`config.mk`:
```
export PLATFORM = sky130hd
export DESIGN_NAME = sonar_zone_alarm_classifier_top
export DESIGN_NICKNAME = d
export VERILOG_FILES = /design/src/design/szac_pkg.sv /design/src/design/sonar_zone_alarm_classifier_top.sv /design/src/design/szac_ram.sv /design/src/design/szac_front.sv /design/src/design/szac_queue.sv
export VERILOG_INCLUDE_DIRS = /design/src /design/src/design
export SDC_FILE = /design/constraint.sdc
export NUM_CORES = 1
export LEC_CHECK = 0
export BUFFER_PORTS_ARGS = -buffer_cell sky130_fd_sc_hd__buf_4
export CAP_MARGIN = 25
export CORE_AREA = 10 10 288 290
export CTS_CLUSTER_DIAMETER = 80
export CTS_CLUSTER_SIZE = 10
export DETAILED_ROUTE_END_ITERATION = 7
export DIE_AREA = 0 0 298 300
export HOLD_SLACK_MARGIN = 0.1
export PLACE_DENSITY_LB_ADDON = 0.12
export SLEW_MARGIN = 10
export SYNTH_ARGS = -nofsm -noshare
export SYNTH_HDL_FRONTEND = slang
export SYNTH_HIERARCHICAL = 1
export SYNTH_SLANG_ARGS = --single-unit
```
`constraint.sdc`:
```
create_clock -name clk_i -period 6.2 [get_ports clk_i]
set_clock_uncertainty 0.15 [all_clocks]
set_input_delay 0.62 -clock clk_i [delete_from_list [all_inputs] [get_ports clk_i]]
set_output_delay 0.62 -clock clk_i [all_outputs]
set_load 0.02 [all_outputs]
```
`src/design/sonar_zone_alarm_classifier_top_macros.svh`:
```
// ----------------------------------------------------------------------------
// Sonar zone alarm classifier: assertion macros
// Concurrent assertion wrappers that compile away when ASSERT_OFF is defined.
// ----------------------------------------------------------------------------
`ifndef SONAR_ZONE_ALARM_CLASSIFIER_TOP_MACROS_SVH
`define SONAR_ZONE_ALARM_CLASSIFIER_TOP_MACROS_SVH

`ifndef ASSERT_OFF
// Checked only out of reset.
`define SZAC_ASSERT(label, prop) \
  label: assert property (@(posedge clk_i) disable iff (!rst_ni) prop) \
    else $error("szac assertion failed");
// Checked at every edge, reset included.
`define SZAC_ASSERT_ALWAYS(label, prop) \
  label: assert property (@(posedge clk_i) prop) \
    else $error("szac assertion failed");
`else
`define SZAC_ASSERT(label, prop)
`define SZAC_ASSERT_ALWAYS(label, prop)
`endif

`endif

```
`src/design/szac_pkg.sv`:
```
// ----------------------------------------------------------------------------
// Sonar zone alarm classifier package
// Shared types, constants and helpers of the classifier.
// ----------------------------------------------------------------------------
package szac_pkg;

  localparam int unsigned LEVELS = 3;
  localparam int unsigned NUM_CH = 2;
  localparam int unsigned QDEPTH = 2;
  localparam int unsigned QPTR_W = $clog2(QDEPTH);

  localparam logic [3:0] MISS_MAX       = 4'd15;
  localparam logic [3:0] MISS_LIMIT_RST = 4'd10;

  localparam logic ACT_POLL  = 1'b0;
  localparam logic ACT_WRITE = 1'b1;

  typedef enum logic [1:0] {
    LVL_CLEAR = 2'd0,
    LVL_WARN  = 2'd1,
    LVL_SLOW  = 2'd2,
    LVL_STOP  = 2'd3
  } alarm_e;

  typedef struct packed {
    alarm_e      alarm_level;
    logic [2:0]  area_index;
    logic        area_active;
    logic [2:0]  drive_bits;
    logic [1:0]  alive_flags;
    logic [15:0] distance_a;
    logic [15:0] distance_b;
  } result_t;

  function automatic logic [2:0] thermo(input alarm_e lvl);
    logic [2:0] res;
    case (lvl)
      LVL_CLEAR: res = 3'b000;
      LVL_WARN:  res = 3'b001;
      LVL_SLOW:  res = 3'b011;
      LVL_STOP:  res = 3'b111;
      default:   res = 3'b000;
    endcase
    return res;
  endfunction

endpackage

```
`src/design/sonar_zone_alarm_classifier_top.sv`:
```
// ----------------------------------------------------------------------------
// Sonar zone alarm classifier
// Two-channel sonar health tracking and zone-based alarm level classification.
// ----------------------------------------------------------------------------
//  channel   | handshake             | payload
//  ----------+-----------------------+---------------------------------------
//  config    | cfg_we_i              | cfg_wdata_i (miss limit)
//  input     | in_valid_i/in_stall_o | action, channel, reply_ok, distance,
//            |                       | zone_inputs, area_slot, level_sel, thr
//  result    | out_valid_o/out_stall_i | alarm_level ... distance_b
//
//  One item per cycle is accepted unless the input stalls. A poll's result is
//  registered with the threshold RAM read, then queued; writes give no result.
//  Reset clears channel health and sets the miss limit to 10; thresholds are
//  undefined until written. Input stalls only when the two-entry result queue
//  is full and a classified poll is waiting to enter it.
// ----------------------------------------------------------------------------
module sonar_zone_alarm_classifier_top #(
  parameter int unsigned AREAS = 8
) (
  input  logic        clk_i,
  input  logic        rst_ni,
  input  logic        cfg_we_i,
  input  logic [3:0]  cfg_wdata_i,
  input  logic        in_valid_i,
  output logic        in_stall_o,
  input  logic        action_i,
  input  logic        channel_i,
  input  logic        reply_ok_i,
  input  logic [15:0] distance_i,
  input  logic [3:0]  zone_inputs_i,
  input  logic [2:0]  area_slot_i,
  input  logic [1:0]  level_sel_i,
  input  logic [15:0] threshold_i,
  output logic        out_valid_o,
  input  logic        out_stall_i,
  output logic [1:0]  alarm_level_o,
  output logic [2:0]  area_index_o,
  output logic        area_active_o,
  output logic [2:0]  drive_bits_o,
  output logic [1:0]  alive_flags_o,
  output logic [15:0] distance_a_o,
  output logic [15:0] distance_b_o
);
  import szac_pkg::*;

`include "sonar_zone_alarm_classifier_top_macros.svh"

  logic    q_full, push_valid;
  result_t push_data, head;

  szac_front #(
    .AREAS (AREAS)
  ) u_front (
    .clk_i         (clk_i),
    .rst_ni        (rst_ni),
    .cfg_we_i      (cfg_we_i),
    .cfg_wdata_i   (cfg_wdata_i),
    .in_valid_i    (in_valid_i),
    .in_stall_o    (in_stall_o),
    .action_i      (action_i),
    .channel_i     (channel_i),
    .reply_ok_i    (reply_ok_i),
    .distance_i    (distance_i),
    .zone_inputs_i (zone_inputs_i),
    .area_slot_i   (area_slot_i),
    .level_sel_i   (level_sel_i),
    .threshold_i   (threshold_i),
    .q_full_i      (q_full),
    .push_valid_o  (push_valid),
    .push_data_o   (push_data)
  );

  szac_queue u_queue (
    .clk_i       (clk_i),
    .rst_ni      (rst_ni),
    .push_i      (push_valid),
    .push_data_i (push_data),
    .full_o      (q_full),
    .out_valid_o (out_valid_o),
    .out_stall_i (out_stall_i),
    .head_o      (head)
  );

  assign alarm_level_o = head.alarm_level;
  assign area_index_o  = head.area_index;
  assign area_active_o = head.area_active;
  assign drive_bits_o  = head.drive_bits;
  assign alive_flags_o = head.alive_flags;
  assign distance_a_o  = head.distance_a;
  assign distance_b_o  = head.distance_b;

  `SZAC_ASSERT_ALWAYS(a_stall_only_when_full, in_stall_o |-> q_full)
  `SZAC_ASSERT(a_no_push_when_full, push_valid |-> !q_full)
  `SZAC_ASSERT(a_no_alarm_outside_area,
               (out_valid_o && !area_active_o) |-> (alarm_level_o == LVL_CLEAR))
  `SZAC_ASSERT(a_full_holds_result, (q_full && out_stall_i) |=> out_valid_o)

endmodule

```
`src/design/szac_ram.sv`:
```
// ----------------------------------------------------------------------------
// Generic RAM
// One write port, one read port with registered read data.
// ----------------------------------------------------------------------------
module szac_ram #(
  parameter int unsigned WIDTH = 16,
  parameter int unsigned DEPTH = 8,
  parameter int unsigned AW    = (DEPTH > 1) ? $clog2(DEPTH) : 1
) (
  input  logic             clk_i,
  input  logic             we_i,
  input  logic [AW-1:0]    waddr_i,
  input  logic [WIDTH-1:0] wdata_i,
  input  logic             re_i,
  input  logic [AW-1:0]    raddr_i,
  output logic [WIDTH-1:0] rdata_o
);

  logic [WIDTH-1:0] mem_q [DEPTH];
  logic [WIDTH-1:0] rdata_q;

  always_ff @(posedge clk_i) begin
    if (we_i) begin
      mem_q[waddr_i] <= wdata_i;
    end
    if (re_i) begin
      rdata_q <= mem_q[raddr_i];
    end
  end

  assign rdata_o = rdata_q;

endmodule

```
`src/design/szac_front.sv`:
```
// ----------------------------------------------------------------------------
// Classifier front end
// Accepts items, keeps channel health, reads thresholds and classifies polls.
// ----------------------------------------------------------------------------
module szac_front #(
  parameter int unsigned AREAS = 8
) (
  input  logic             clk_i,
  input  logic             rst_ni,
  input  logic             cfg_we_i,
  input  logic [3:0]       cfg_wdata_i,
  input  logic             in_valid_i,
  output logic             in_stall_o,
  input  logic             action_i,
  input  logic             channel_i,
  input  logic             reply_ok_i,
  input  logic [15:0]      distance_i,
  input  logic [3:0]       zone_inputs_i,
  input  logic [2:0]       area_slot_i,
  input  logic [1:0]       level_sel_i,
  input  logic [15:0]      threshold_i,
  input  logic             q_full_i,
  output logic             push_valid_o,
  output szac_pkg::result_t push_data_o
);
  import szac_pkg::*;

  localparam int unsigned AW = (AREAS > 1) ? $clog2(AREAS) : 1;

  logic        accept, poll_acc, wr_acc, slot_ok;
  logic [2:0]  area, area_m1;
  logic        area_ok;

  logic [3:0]  miss_lim_q;
  logic [15:0] dist_q  [NUM_CH];
  logic [15:0] dist_d  [NUM_CH];
  logic        alive_q [NUM_CH];
  logic        alive_d [NUM_CH];
  logic [3:0]  miss_q  [NUM_CH];
  logic [3:0]  miss_d  [NUM_CH];

  logic        s1_valid_q, s1_valid_d;
  logic [2:0]  s1_area_q;
  logic        s1_ok_q;
  logic [15:0] s1_dist_q  [NUM_CH];
  logic        s1_alive_q [NUM_CH];

  logic [15:0] thr [LEVELS][NUM_CH];
  logic [LEVELS-1:0] below;
  alarm_e      level;

  assign accept   = in_valid_i && !in_stall_o;
  assign poll_acc = accept && (action_i == ACT_POLL);
  assign wr_acc   = accept && (action_i == ACT_WRITE);
  assign slot_ok  = ({1'b0, area_slot_i} < 4'(AREAS));

  assign area    = ~zone_inputs_i[2:0];
  assign area_m1 = area - 3'd1;
  assign area_ok = (area != 3'd0) && ({1'b0, area} <= 4'(AREAS));

  always_ff @(posedge clk_i or negedge rst_ni) begin
    if (!rst_ni) begin
      miss_lim_q <= MISS_LIMIT_RST;
    end else if (cfg_we_i) begin
      miss_lim_q <= cfg_wdata_i;
    end
  end

  // Channel health update for the accepted poll
  always_comb begin
    for (int c = 0; c < NUM_CH; c++) begin
      dist_d[c]  = dist_q[c];
      alive_d[c] = alive_q[c];
      miss_d[c]  = miss_q[c];
    end
    if (poll_acc) begin
      if (reply_ok_i) begin
        dist_d[channel_i]  = distance_i;
        alive_d[channel_i] = 1'b1;
        miss_d[channel_i]  = 4'd0;
      end else begin
        if (miss_q[channel_i] < MISS_MAX) begin
          miss_d[channel_i] = miss_q[channel_i] + 4'd1;
        end
        // Check both channels: a lowered limit can kill the idle one
        for (int c = 0; c < NUM_CH; c++) begin
          if (miss_d[c] > miss_lim_q) begin
            alive_d[c] = 1'b0;
          end
        end
      end
    end
  end

  always_ff @(posedge clk_i or negedge rst_ni) begin
    if (!rst_ni) begin
      for (int c = 0; c < NUM_CH; c++) begin
        dist_q[c]  <= 16'd0;
        alive_q[c] <= 1'b0;
        miss_q[c]  <= 4'd0;
      end
    end else begin
      for (int c = 0; c < NUM_CH; c++) begin
        dist_q[c]  <= dist_d[c];
        alive_q[c] <= alive_d[c];
        miss_q[c]  <= miss_d[c];
      end
    end
  end

  // Threshold store: one RAM per level and channel, all read at the area row
  for (genvar l = 0; l < LEVELS; l++) begin : g_lvl
    for (genvar c = 0; c < NUM_CH; c++) begin : g_ch
      logic we;
      assign we = wr_acc && slot_ok && (level_sel_i == 2'(l)) && (channel_i == 1'(c));
      szac_ram #(
        .WIDTH (16),
        .DEPTH (AREAS)
      ) u_thr (
        .clk_i   (clk_i),
        .we_i    (we),
        .waddr_i (area_slot_i[AW-1:0]),
        .wdata_i (threshold_i),
        .re_i    (poll_acc),
        .raddr_i (area_m1[AW-1:0]),
        .rdata_o (thr[l][c])
      );
    end
  end

  assign push_valid_o = s1_valid_q && !q_full_i;
  assign in_stall_o   = s1_valid_q && q_full_i;

  always_comb begin
    s1_valid_d = s1_valid_q;
    if (push_valid_o) begin
      s1_valid_d = 1'b0;
    end
    if (poll_acc) begin
      s1_valid_d = 1'b1;
    end
  end

  always_ff @(posedge clk_i or negedge rst_ni) begin
    if (!rst_ni) begin
      s1_valid_q <= 1'b0;
    end else begin
      s1_valid_q <= s1_valid_d;
    end
  end

  always_ff @(posedge clk_i) begin
    if (poll_acc) begin
      s1_area_q <= area;
      s1_ok_q   <= area_ok;
      for (int c = 0; c < NUM_CH; c++) begin
        s1_dist_q[c]  <= dist_d[c];
        s1_alive_q[c] <= alive_d[c];
      end
    end
  end

  always_comb begin
    for (int l = 0; l < LEVELS; l++) begin
      below[l] = (s1_dist_q[0] < thr[l][0]) || (s1_dist_q[1] < thr[l][1]);
    end
  end

  // Level rules in priority order; inside a valid area a dead channel gives at least slow
  always_comb begin
    if (!s1_ok_q) begin
      level = LVL_CLEAR;
    end else if (below[2]) begin
      level = LVL_STOP;
    end else if (below[1] || !s1_alive_q[0] || !s1_alive_q[1]) begin
      level = LVL_SLOW;
    end else if (below[0]) begin
      level = LVL_WARN;
    end else begin
      level = LVL_CLEAR;
    end
  end

  always_comb begin
    push_data_o.alarm_level = level;
    push_data_o.area_index  = s1_area_q;
    push_data_o.area_active = (s1_area_q != 3'd0);
    push_data_o.drive_bits  = thermo(level);
    push_data_o.alive_flags = {s1_alive_q[1], s1_alive_q[0]};
    push_data_o.distance_a  = s1_dist_q[0];
    push_data_o.distance_b  = s1_dist_q[1];
  end

endmodule

```
`src/design/szac_queue.sv`:
```
// ----------------------------------------------------------------------------
// Classifier result queue
// Short FIFO that decouples the front end from the output handshake.
// ----------------------------------------------------------------------------
module szac_queue (
  input  logic              clk_i,
  input  logic              rst_ni,
  input  logic              push_i,
  input  szac_pkg::result_t push_data_i,
  output logic              full_o,
  output logic              out_valid_o,
  input  logic              out_stall_i,
  output szac_pkg::result_t head_o
);
  import szac_pkg::*;

  result_t            ent_q [QDEPTH];
  logic [QPTR_W-1:0]  wr_ptr_q, rd_ptr_q;
  logic [QPTR_W:0]    cnt_q, cnt_d;
  logic               pop;

  assign full_o      = (cnt_q == (QPTR_W+1)'(QDEPTH));
  assign out_valid_o = (cnt_q != '0);
  assign pop         = out_valid_o && !out_stall_i;
  assign head_o      = ent_q[rd_ptr_q];

  always_comb begin
    cnt_d = cnt_q;
    if (push_i && !pop) begin
      cnt_d = cnt_q + 1'b1;
    end else if (pop && !push_i) begin
      cnt_d = cnt_q - 1'b1;
    end
  end

  always_ff @(posedge clk_i or negedge rst_ni) begin
    if (!rst_ni) begin
      wr_ptr_q <= '0;
      rd_ptr_q <= '0;
      cnt_q    <= '0;
    end else begin
      cnt_q <= cnt_d;
      if (push_i) begin
        wr_ptr_q <= wr_ptr_q + 1'b1;
      end
      if (pop) begin
        rd_ptr_q <= rd_ptr_q + 1'b1;
      end
    end
  end

  always_ff @(posedge clk_i) begin
    if (push_i) begin
      ent_q[wr_ptr_q] <= push_data_i;
    end
  end

endmodule
```
### Word level (Yosys, flattened, before mapping)

Memories as Yosys holds them, arrays and structs flattened. A register that Yosys moved wholly into a read port is not among the register bits.
Cells that the tools add are included.
Widths: inputs -> output; s select.

| cells by class | value |
|---|---|
| $add $sub $neg | 6 |
| order comparisons | 12 |
| equal/unequal tests | 6 |
| mux-type cells | 46 |
| bitwise operators | 7 |
| reductions and logical operators | 38 |

Operators with widths:

| kind | count |
|---|---|
| $lt 16x16->1 | 6 |
| $mux 32 | 2 |
| $bwmux 32 | 1 |
| $mux 8 | 4 |
| $mux 1 | 22 |
| $logic_and 1x1->1 | 19 |
| $demux 16 s1 | 1 |
| $mux 16 | 1 |
| $mux 4 | 4 |
| $mux 2 | 7 |
| $pmux 3 s4 | 1 |
| $and 8x8->8 | 1 |
| $bwmux 8 | 1 |
| $eq 2x2->1 const B | 4 |
| $gt 4x4->1 | 2 |
| $not 8->8 | 1 |
| $logic_not 1->1 | 7 |
| $reduce_bool 2->1 | 3 |
| $reduce_bool 3->1 | 2 |
| $logic_or 1x1->1 | 5 |
| $add 4x1->4 const B | 1 |
| $demux 4 s1 | 1 |
| $eq 2x1->1 const B | 2 |
| $le 3x4->1 const B | 1 |
| other kinds (13) | 16 |

| storage, ports and cells | value |
|---|---|
| register bits | 55 |
| RAM bits | 888 |
| bits of input ports | 53 |
| output and inout bits | 45 |
| word-level logic and storage cells | 137 |
| memories kept | 9 |

Memories:

| name | words | width | read ports | clocked after Yosys merged registers in | write ports | RTL line | RTL |
|---|---|---|---|---|---|---|---|
| u_front.g_lvl[0].g_ch[0].u_thr.mem_q | 8 | 16 | 1 | 1 | 1 | szac_ram.sv:19 | `logic [WIDTH-1:0] mem_q [DEPTH];` |
| u_front.g_lvl[0].g_ch[1].u_thr.mem_q | 8 | 16 | 1 | 1 | 1 | szac_ram.sv:19 |  |
| u_front.g_lvl[1].g_ch[0].u_thr.mem_q | 8 | 16 | 1 | 1 | 1 | szac_ram.sv:19 |  |
| u_front.g_lvl[1].g_ch[1].u_thr.mem_q | 8 | 16 | 1 | 1 | 1 | szac_ram.sv:19 |  |
| u_front.g_lvl[2].g_ch[0].u_thr.mem_q | 8 | 16 | 1 | 1 | 1 | szac_ram.sv:19 |  |
| u_front.g_lvl[2].g_ch[1].u_thr.mem_q | 8 | 16 | 1 | 1 | 1 | szac_ram.sv:19 |  |
| +3 memories | n/a | n/a | n/a | n/a | n/a | n/a |  |

### Depth between registers and ports, before layout

Gate-level depths: netlist of run 1.

| depth | value |
|---|---|
| depth after elaboration | 13 |
| depth in mapped cells | 13 |
| gate-level depth less buffers | 11 |

### Modules after synthesis

Netlist of run 1, hierarchy kept.

Modules (own cells, without submodules):

| module | instances | cells an instance | area each (um^2) | sequential area each (um^2) |
|---|---|---|---|---|
| szac_ram | 6 | 214 | 5,454.0 | 4,324.1 |
| szac_front | 1 | 560 | 5,753.0 | 2,319.7 |
| szac_queue | 1 | 150 | 3,498.4 | 2,682.6 |

### Worst setup path after synthesis of run 1

No wires, ideal clock.

| timing | value |
|---|---|
| path kind | flip-flop to flip-flop |
| start | register u_queue.cnt_q[0] |
| end | memory u_front.s1_alive_q[0][0], data pin |
| setup time | 0.274 ns |
| data arrival time | 4.617 ns |
| required time | 5.776 ns |
| slack | 1.159 ns |
| stages on the path, launching flop included | 8 |
| buffers on the path | 1 |
| period minus slack after synthesis | 5.041 ns |
| cells stage by stage | dfrtp_1 > nor2b_1 > nand2_2 > nand2_1 > or2_1 > buf_6 > clkinv_1 > a41oi_1 |

RTL lines:

| item | RTL line | RTL |
|---|---|---|
| start, declared | szac_queue.sv:19 | `logic [QPTR_W:0] cnt_q, cnt_d;` |
| start signal, assigned | szac_queue.sv:42 | `cnt_q <= cnt_d;` |
| end, declared | szac_front.sv:46 | `logic s1_alive_q [NUM_CH];` |

==> results of run 1 <==
## final cells by class
class                      count  area [µm²]
sequential                  1039       30950
tap                         1040        1301
timing repair buffer         177        1471
fill                        5378       29710
inverter                     104       397.9
multi-input combinational    786       10200
clock inverter                 5       72.57
clock buffer                 136        2957
antenna                        8       20.02
## kinds of logic (layout without fill, tap and decap cells)
| logic type | after synthesis | after routing |
|---|---|---|
| buffers and inverters | 169 | 422 |
| AND/OR/NAND/NOR | 197 | 197 |
| adder cells (fa/ha/maj) | 103 | 103 |
| flip-flops | 1039 | 1039 |
| AO/OA/AOI/OAI | 109 | 109 |
| other | 0 | 8 |
| XOR/XNOR | 9 | 9 |
| multiplexers | 368 | 368 |
## power groups by stage
stage	Clock (W)	Combinational, W	Sequential [W]
floorplan	0	0.00130	0.00832
global placement	0	0.00187	0.00841
detailed placement	0	0.00192	0.00843
CTS	0.00587	0.00194	0.00829
global route	0.00617	0.00207	0.00831
finish	0.00575	0.00192	0.00829
## layout by cell type, fill, tap and decap left out, types with 5 or more instances in the layout
| cell | count |
|---|---|
| buf_4 | 148 |
| nor3_2 | 10 |
| mux4_1 | 168 |
| a21oi_1 | 35 |
| dlygate4sd3_1 | 21 |
| dfrtp_1 | 48 |
| inv_1 | 101 |
| nand2b_1 | 24 |
| nor2_1 | 62 |
| diode_2 | 8 |
| ha_1 | 103 |
| mux4_2 | 24 |
| nand4_1 | 14 |
| a32o_1 | 5 |
| mux2_2 | 137 |
| nand3_1 | 11 |
| clkbuf_1 | 21 |
| o21ai_0 | 25 |
| nand2_1 | 44 |
| nor2b_1 | 9 |
| a211oi_1 | 11 |
| mux2_4 | 39 |
| clkbuf_16 | 115 |
| edfxtp_1 | 988 |
## flip-flops by register name (all words and copies together) (netlist names)
name / count
u_front/alive_q: 2
u_front/dist_q: 32
u_front/g_lvl.g_ch.u_thr/mem_q: 768
u_front/g_lvl.g_ch.u_thr/rdata_o: 96
u_front/miss_lim_q: 4
u_front/miss_q: 8
u_front/s1_alive_q: 2
u_front/s1_area_q: 3
u_front/s1_dist_q: 32
u_front/s1_ok_q: 1
u_front/s1_valid_q: 1
u_queue/cnt_q: 2
u_queue/ent_q: 86
u_queue/rd_ptr_q: 1
u_queue/wr_ptr_q: 1
## worst paths after layout
kind | from | endpoint | slack (ps) | cells after the start
max in group asynchronous | rst_ni | u_front/dist_q[0]$_DFF_PN0_ | 5020 | 2
worst max-delay path | u_front/s1_dist_q[0][18]$_DFFE_PP_ | u_queue/ent_q[0][34]$_DFFE_PP_ | 2650 | 8
worst min-delay path | distance_i[1] | u_front/dist_q[1]$_DFF_PN0_ | 140 | 2
worst min register to register | u_front/s1_area_q[1]$_DFFE_PP_ | u_queue/ent_q[0][39]$_DFFE_PP_ | 320 | 0
worst max register to register | u_front/s1_dist_q[0][18]$_DFFE_PP_ | u_queue/ent_q[0][34]$_DFFE_PP_ | 2650 | 8
min in group asynchronous | rst_ni | u_queue/rd_ptr_q$_DFFE_PN0P_ | 400 | 2
## Yosys cell counts, types with 14 or more instances
master / n
a21oi_1: 35
buf_1: 25
buf_6: 27
dfrtp_1: 49
edfxtp_1: 988
ha_1: 103
inv_1: 102
mux2_2: 137
mux2_4: 39
mux4_1: 168
mux4_2: 24
nand2_1: 44
nand2b_1: 24
nand4_1: 14
nor2_1: 62
o21ai_0: 25
## through the flow
stage | power (W) | util [%] | instances
after floorplan | 0.009621 | - | 1994
final | 0.01595 | 61.45 | 3295
after global routing | 0.01655 | 61.43 | 3287
after CTS | 0.01610 | 61.34 | 3284
after global placement | 0.01029 | 57.13 | 3121
after detailed placement | 0.01034 | 57.14 | 3122
## routing by layer
| layer | GRT usage [%] | part of all wire [%] |
|---|---|---|
| met1 | 29.32 | 45 |
| met2 | 32.98 | 48 |
| met3 | 3.535 | 5.5 |
| met4 | 5.625 | 1.9 |
| met5 | 0 | 0 |
## repair_timing
item / in CTS / in global routing
hold endpoints to repair: 81 / 0
setup endpoints to repair: 0 / 0
hold buffers: 21 / 0
==> impl_metrics.toml, run 1 <==
[logic_synthesis]
yosys-top-cells-area = "edfxtp_1, mux4_1, mux2_2"
synth_edf_count = 988
ys_ff_latch = 1039
ys_async_sr_fraction_pct = 4.909
synth_warnings = 6
synth_ff_type = "edfxtp_1"
synth_fp_nets = 2150
syn-cell-area_mm2 = 0.04198
synth_seq_area_share_pct = 73.73
synth_adder_area_share_pct = 3.070
synth_top_area_cell = "edfxtp_1"
synth_cells = 1994
yosys.area.top_type_share_pct = 70.68
synth_top_family_by_area = "multiplexers"
ys_types = 58
yosys.area_share.simple_pct = 2.307
synthXorXnorAreaFrac_pct = 0.1878
syn_avg_cell_area_um2 = 21.05
muxShareOfSynthArea_pct = 16.87
synth_compound_area_share_pct = 1.654

[placed_design]
dp_slack_ps = 2430
post-dp-hpwl_um = 51960
gp_congestion = 0.7945
placed_cell_area_mm2 = 0.04404
portBuffers = 96

[critical_path]
startpoint_type = "flop"
cp.arrival_ps = 3780
crit_buf_inv = 0
cp-end-kind = "flop"
path_class = "flop to flop"
path_delay_family = "simple AND/OR/NAND/NOR gates"
crit_chain = "ha_1 > nand2_1 > o21ai_1 > a41oi_1 > nor4bb_1 > o22ai_1 > nor2_1 > a21boi_1"
slowest_delay_ps = 920
cp_max_fo = 5
required_ps = 6440
slowest_stage = "nor4bb_1"

[pwr]
seq_power_share_pct = 52.0
switching_share_pct = 23.40
power.share.combinational_pct = 12.0
p_switching_w = 0.003734
p_leak_nw = 16.64
ir_worst_vdd_uv = 221.4
clkPwrFrac_pct = 36.0
p_int_w = 0.01222
p_per_area_mw_per_mm2 = 336.8

[timing]
drv_slew = 0
setup_viol = 0
tns_ps = 0
period_share_pct = 57.20
hold_viol = 0
worstMarginPinSlew_ps = 1147
fin_crit_ps = 3546
holdWs_ps = 137.4
slew_headroom_pct = 23.56
worst_slack_ps = 2654
fmax_mhz = 282.0
rsz0062_at_grt = "false"

[global_routing]
grt_pass1_vias = 20320
antenna_found_initial = 1
overflow = 0
grt_pass1_wl_um = 135500
grt_start_max_net_pins = 161
grt_usage_pct = 20.63

[job]
maxCapViolations = 0

[route]
dr.pass1.iters = 5
drtIter0Drc = 1758
wl_per_cell_um = 27.99
routed_wl_um = 92230
drcViolationCount = 0
num_vias = 19770
viasPerCell = 5.999
antenna_left = 0

[die]
dieArea_mm2 = 0.08940
die_w_um = 298
rows = 102
fp.dieH_um = 300
start_util_pct = 54.45
ios = 98
core_area_mm2 = 0.07708

[clock_network]
clk_latency_ps = 660
cts_sinks = 1039
cts_setup_buffers = 0
ctsResizeCount = 0
clockRootBuffer = "clkbuf_16"
h-tree-depth = 3
cts_buffer_depth = 3
path_clk_slew_ps = 50
numCtsBuffers = 113
tritoncts = "done"

[hold_path]
min_path_type = "input port to flop"

[final_layout]
final_net_count = 2377
drive_above_1_share_pct = 22.30
syn_to_final_growth_pct = 12.86
final_area_mm2 = 0.04737

[status]
outcome = "completed"
(Power assumes the default switching activity.)
==> inputs of run 2 (changes only) <==
--- a/config.mk
+++ b/config.mk
@@ -6,13 +6,14 @@
 export SDC_FILE = /design/constraint.sdc
 export NUM_CORES = 1
 export LEC_CHECK = 0
+export ABC_AREA = 1
 export BUFFER_PORTS_ARGS = -buffer_cell sky130_fd_sc_hd__buf_4
 export CAP_MARGIN = 25
-export CORE_AREA = 10 10 288 290
+export CORE_AREA = 10 10 301 303
 export CTS_CLUSTER_DIAMETER = 80
 export CTS_CLUSTER_SIZE = 10
 export DETAILED_ROUTE_END_ITERATION = 7
-export DIE_AREA = 0 0 298 300
+export DIE_AREA = 0 0 311 313
 export HOLD_SLACK_MARGIN = 0.1
 export PLACE_DENSITY_LB_ADDON = 0.12
 export SLEW_MARGIN = 10
==> constraint.sdc (replaced) <==
create_clock -name clk_i -period 3.65 [get_ports clk_i]
set_clock_uncertainty 0.15 [all_clocks]
set_input_delay 0.365 -clock clk_i [delete_from_list [all_inputs] [get_ports clk_i]]
set_output_delay 0.365 -clock clk_i [all_outputs]
set_load 0.02 [all_outputs]
==> run 2 against run 1 <==
Routed wire length up 20%. Largest cell class unchanged. Final cell count grew 77%. Flip-flop and latch count unchanged. Sequential share of layout area down 5.3 points. Worst hold slack worse by 47 ps. Combinational power up 100%. Maximum frequency grew 14%. Critical endpoint is now u_front/s1_dist_q[0][19]$_DFFE_PP_.
==> impl_metrics.toml, run 2 <==
[logic_synthesis]
yosys.area.top_type_share_pct = 64.25
synth_seq_area_share_pct = 67.02
ys_async_sr_fraction_pct = 4.909
syn_avg_cell_area_um2 = 10.37
synth_ff_type = "edfxtp_1"
synth_fp_nets = 4608
ys_types = 40
synth_top_area_cell = "edfxtp_1"
synth_warnings = 6
yosys-top-cells-area = "edfxtp_1, nand2_1, inv_1"
synth_cells = 4452
synth_edf_count = 988
synth_common_cells = "nand2_1, edfxtp_1, inv_1"
ys_ff_latch = 1039
syn-cell-area_mm2 = 0.04618
yosysMostFrequentCell = "nand2_1"

[timing]
holdWs_ps = 89.93
fmax_mhz = 321.9
slew_headroom_pct = 33.62
rsz0062_at_grt = "false"
hold_viol = 0
drv_slew = 0
period_share_pct = 85.11
worstMarginPinSlew_ps = 995.7
setup_viol = 0
fin_crit_ps = 3106

[pwr]
ir_worst_vdd_uv = 413.2
seq_power_share_pct = 50.1
power.share.combinational_pct = 13.9
p_leak_nw = 23.51
p_per_area_mw_per_mm2 = 542.9
p_int_w = 0.02074
fin_total_pwr_w = 0.02800
clkPwrFrac_pct = 36.0
switching_share_pct = 25.94
p_switching_w = 0.007265

[critical_path]
crit_buf_inv = 3
cp-end-kind = "flop"
required_ps = 3900
cp.arrival_ps = 3360
path_class = "flop to flop"
slowest_delay_ps = 690
cp_max_fo = 16
startpoint_type = "flop"
slowest_stage = "dlygate4sd3_1"
path_delay_family = "simple AND/OR/NAND/NOR gates"
crit_chain = "inv_2 > nor2_2 > nand2_2 > nand2_2 > nor2_4 > dlygate4sd3_1 > inv_2 > nor2_4 > mux2_2"

[final_layout]
layout_common_cells = "nand2_1, edfxtp_1, inv_1"
final.fill_count = 6922
mostFrequentLayoutCell = "nand2_1"
drive_above_1_share_pct = 7.907
largest_reg_flops = 768
final_net_count = 4795
syn_to_final_growth_pct = 11.70
top_register = "u_front/g_lvl.g_ch.u_thr/mem_q"

[die]
rows = 107
dieArea_mm2 = 0.09734
ios = 98
start_util_pct = 54.57
core_area_mm2 = 0.08461
fp.dieH_um = 313
die_w_um = 311

[clock_network]
h-tree-depth = 3
path_clk_slew_ps = 50
clockRootBuffer = "clkbuf_16"
cts_sinks = 1039
clk_latency_ps = 660
cts_buffer_depth = 3
ctsResizeCount = 0
tritoncts = "done"
numCtsBuffers = 113

[global_routing]
use_met3_pct = 3.284
busiest_layer = "met2"
grt_pass1_wl_um = 167400
grt_pass1_vias = 28110
overflow = 0
grt_usage_pct = 22.46
met1_usage_pct = 32.02
grt_start_max_net_pins = 135
met2_usage_pct = 35.75
antenna_found_initial = 5

[route]
viasPerCell = 5.032
wl_per_cell_um = 18.94
dr.pass1.iters = 6
num_vias = 29390
drtIter0Drc = 2636
antenna_left = 0
drcViolationCount = 0
routed_wl_um = 110600

[placed_design]
portBuffers = 96
post-dp-hpwl_um = 65330
gp_congestion = 0.8641

[job]
maxCapViolations = 0

[hold_path]
min_path_type = "input port to flop"

[status]
outcome = "completed"
run 2: area by class of cell:
type                            count  area, µm²  share of cell area, %
Sequential cell                  1039      30950                  60.00
Multi-Input combinational cell   2304      10540                  20.44
Inverter                          958       3610                  6.999
Clock buffer                      167       3137                  6.082
Timing Repair Buffer              223       1884                  3.653
Tap cell                         1144       1431                  2.775
Clock inverter                      1      16.27                0.03154
Antenna cell                        4      10.01                0.01941
run 2: per-layer routing:
layer	part of all wire, %	vias up
met5	0	-
met4	2.3	0
met3	6.5	135
met2	46	928
met1	45	13940
li1	-	14390
run 2: cells by family (layout without fill, tap and decap cells):
family	after synthesis	after routing	share of synthesized area, %
AOI/OAI and AO/OA	88	88	1.040
xor gates and xnor gates	7	7	0.1653
adders and majority gates	103	103	2.791
buffers and inverters	1109	1349	10.28
DFF	1039	1039	67.02
muxes	17	17	0.4146
other	0	4	0
and+or+nand+nor	2089	2089	18.29
run 2: path summary, 6_finish.rpt:
| path | from | endpoint | slack, ps | cells after the start |
|---|---|---|---|---|
| max | u_queue/cnt_q[1]$_DFFE_PN0P_ | u_front/s1_dist_q[0][19]$_DFFE_PP_ | 540 | 9 |
| max in group asynchronous | rst_ni | u_front/dist_q[16]$_DFF_PN0_ | 2710 | 2 |
| min | threshold_i[12] | u_front/g_lvl[1].g_ch[1].u_thr/mem_q[1][12]$_DFFE_PP_ | 90 | 1 |
| min in group asynchronous | rst_ni | u_front/miss_lim_q[2]$_DFFE_PN0P_ | 130 | 2 |
| min reg2reg | u_front/s1_area_q[2]$_DFFE_PP_ | u_queue/ent_q[0][40]$_DFFE_PP_ | 320 | 0 |
| max reg2reg | u_queue/cnt_q[1]$_DFFE_PN0P_ | u_front/s1_dist_q[0][19]$_DFFE_PP_ | 540 | 9 |
run 2: repair_timing:
| action | CTS | global route |
|---|---|---|
| buffers inserted | 0 | 0 |
| hold buffers | 33 | 0 |
| hold endpoints to repair | 177 | 0 |
run 2: through the flow:
stage | setup WS (ps) | instance area (µm²) | setup TNS (ps) | utilization, % | instances
final | 543.6 | 51580 | 0 | 60.96 | 5840
after global routing | 389.8 | 51570 | 0 | 60.95 | 5836
after CTS | 532.0 | 51570 | 0 | 60.95 | 5836
after detailed placement | 736.6 | 48080 | 0 | 56.83 | 5635
after global placement | 685.0 | 48060 | 0 | 56.80 | 5634
after floorplan | -472.6 | 46230 | -14810 | - | 4452
run 2: worst register-to-register path, cell delays in order (launching register included):
cell           delay, ps
dfrtp_1              380
inv_2                 90
nor2_2                50
nand2_2              110
nand2_2               80
nor2_4               180
dlygate4sd3_1        690
inv_2                140
nor2_4               550
mux2_2               440
run 2: power groups by stage:
| stage | Clock (W) | Combinational, W | Sequential (W) |
|---|---|---|---|
| after global placement | 0 | 0.00379 | 0.0143 |
| after floorplan | 0 | 0.00246 | 0.0141 |
| after detailed placement | 0 | 0.00385 | 0.0143 |
| after CTS | 0.0103 | 0.00390 | 0.0140 |
| final | 0.0101 | 0.00388 | 0.0140 |
| after global routing | 0.0107 | 0.00430 | 0.0141 |
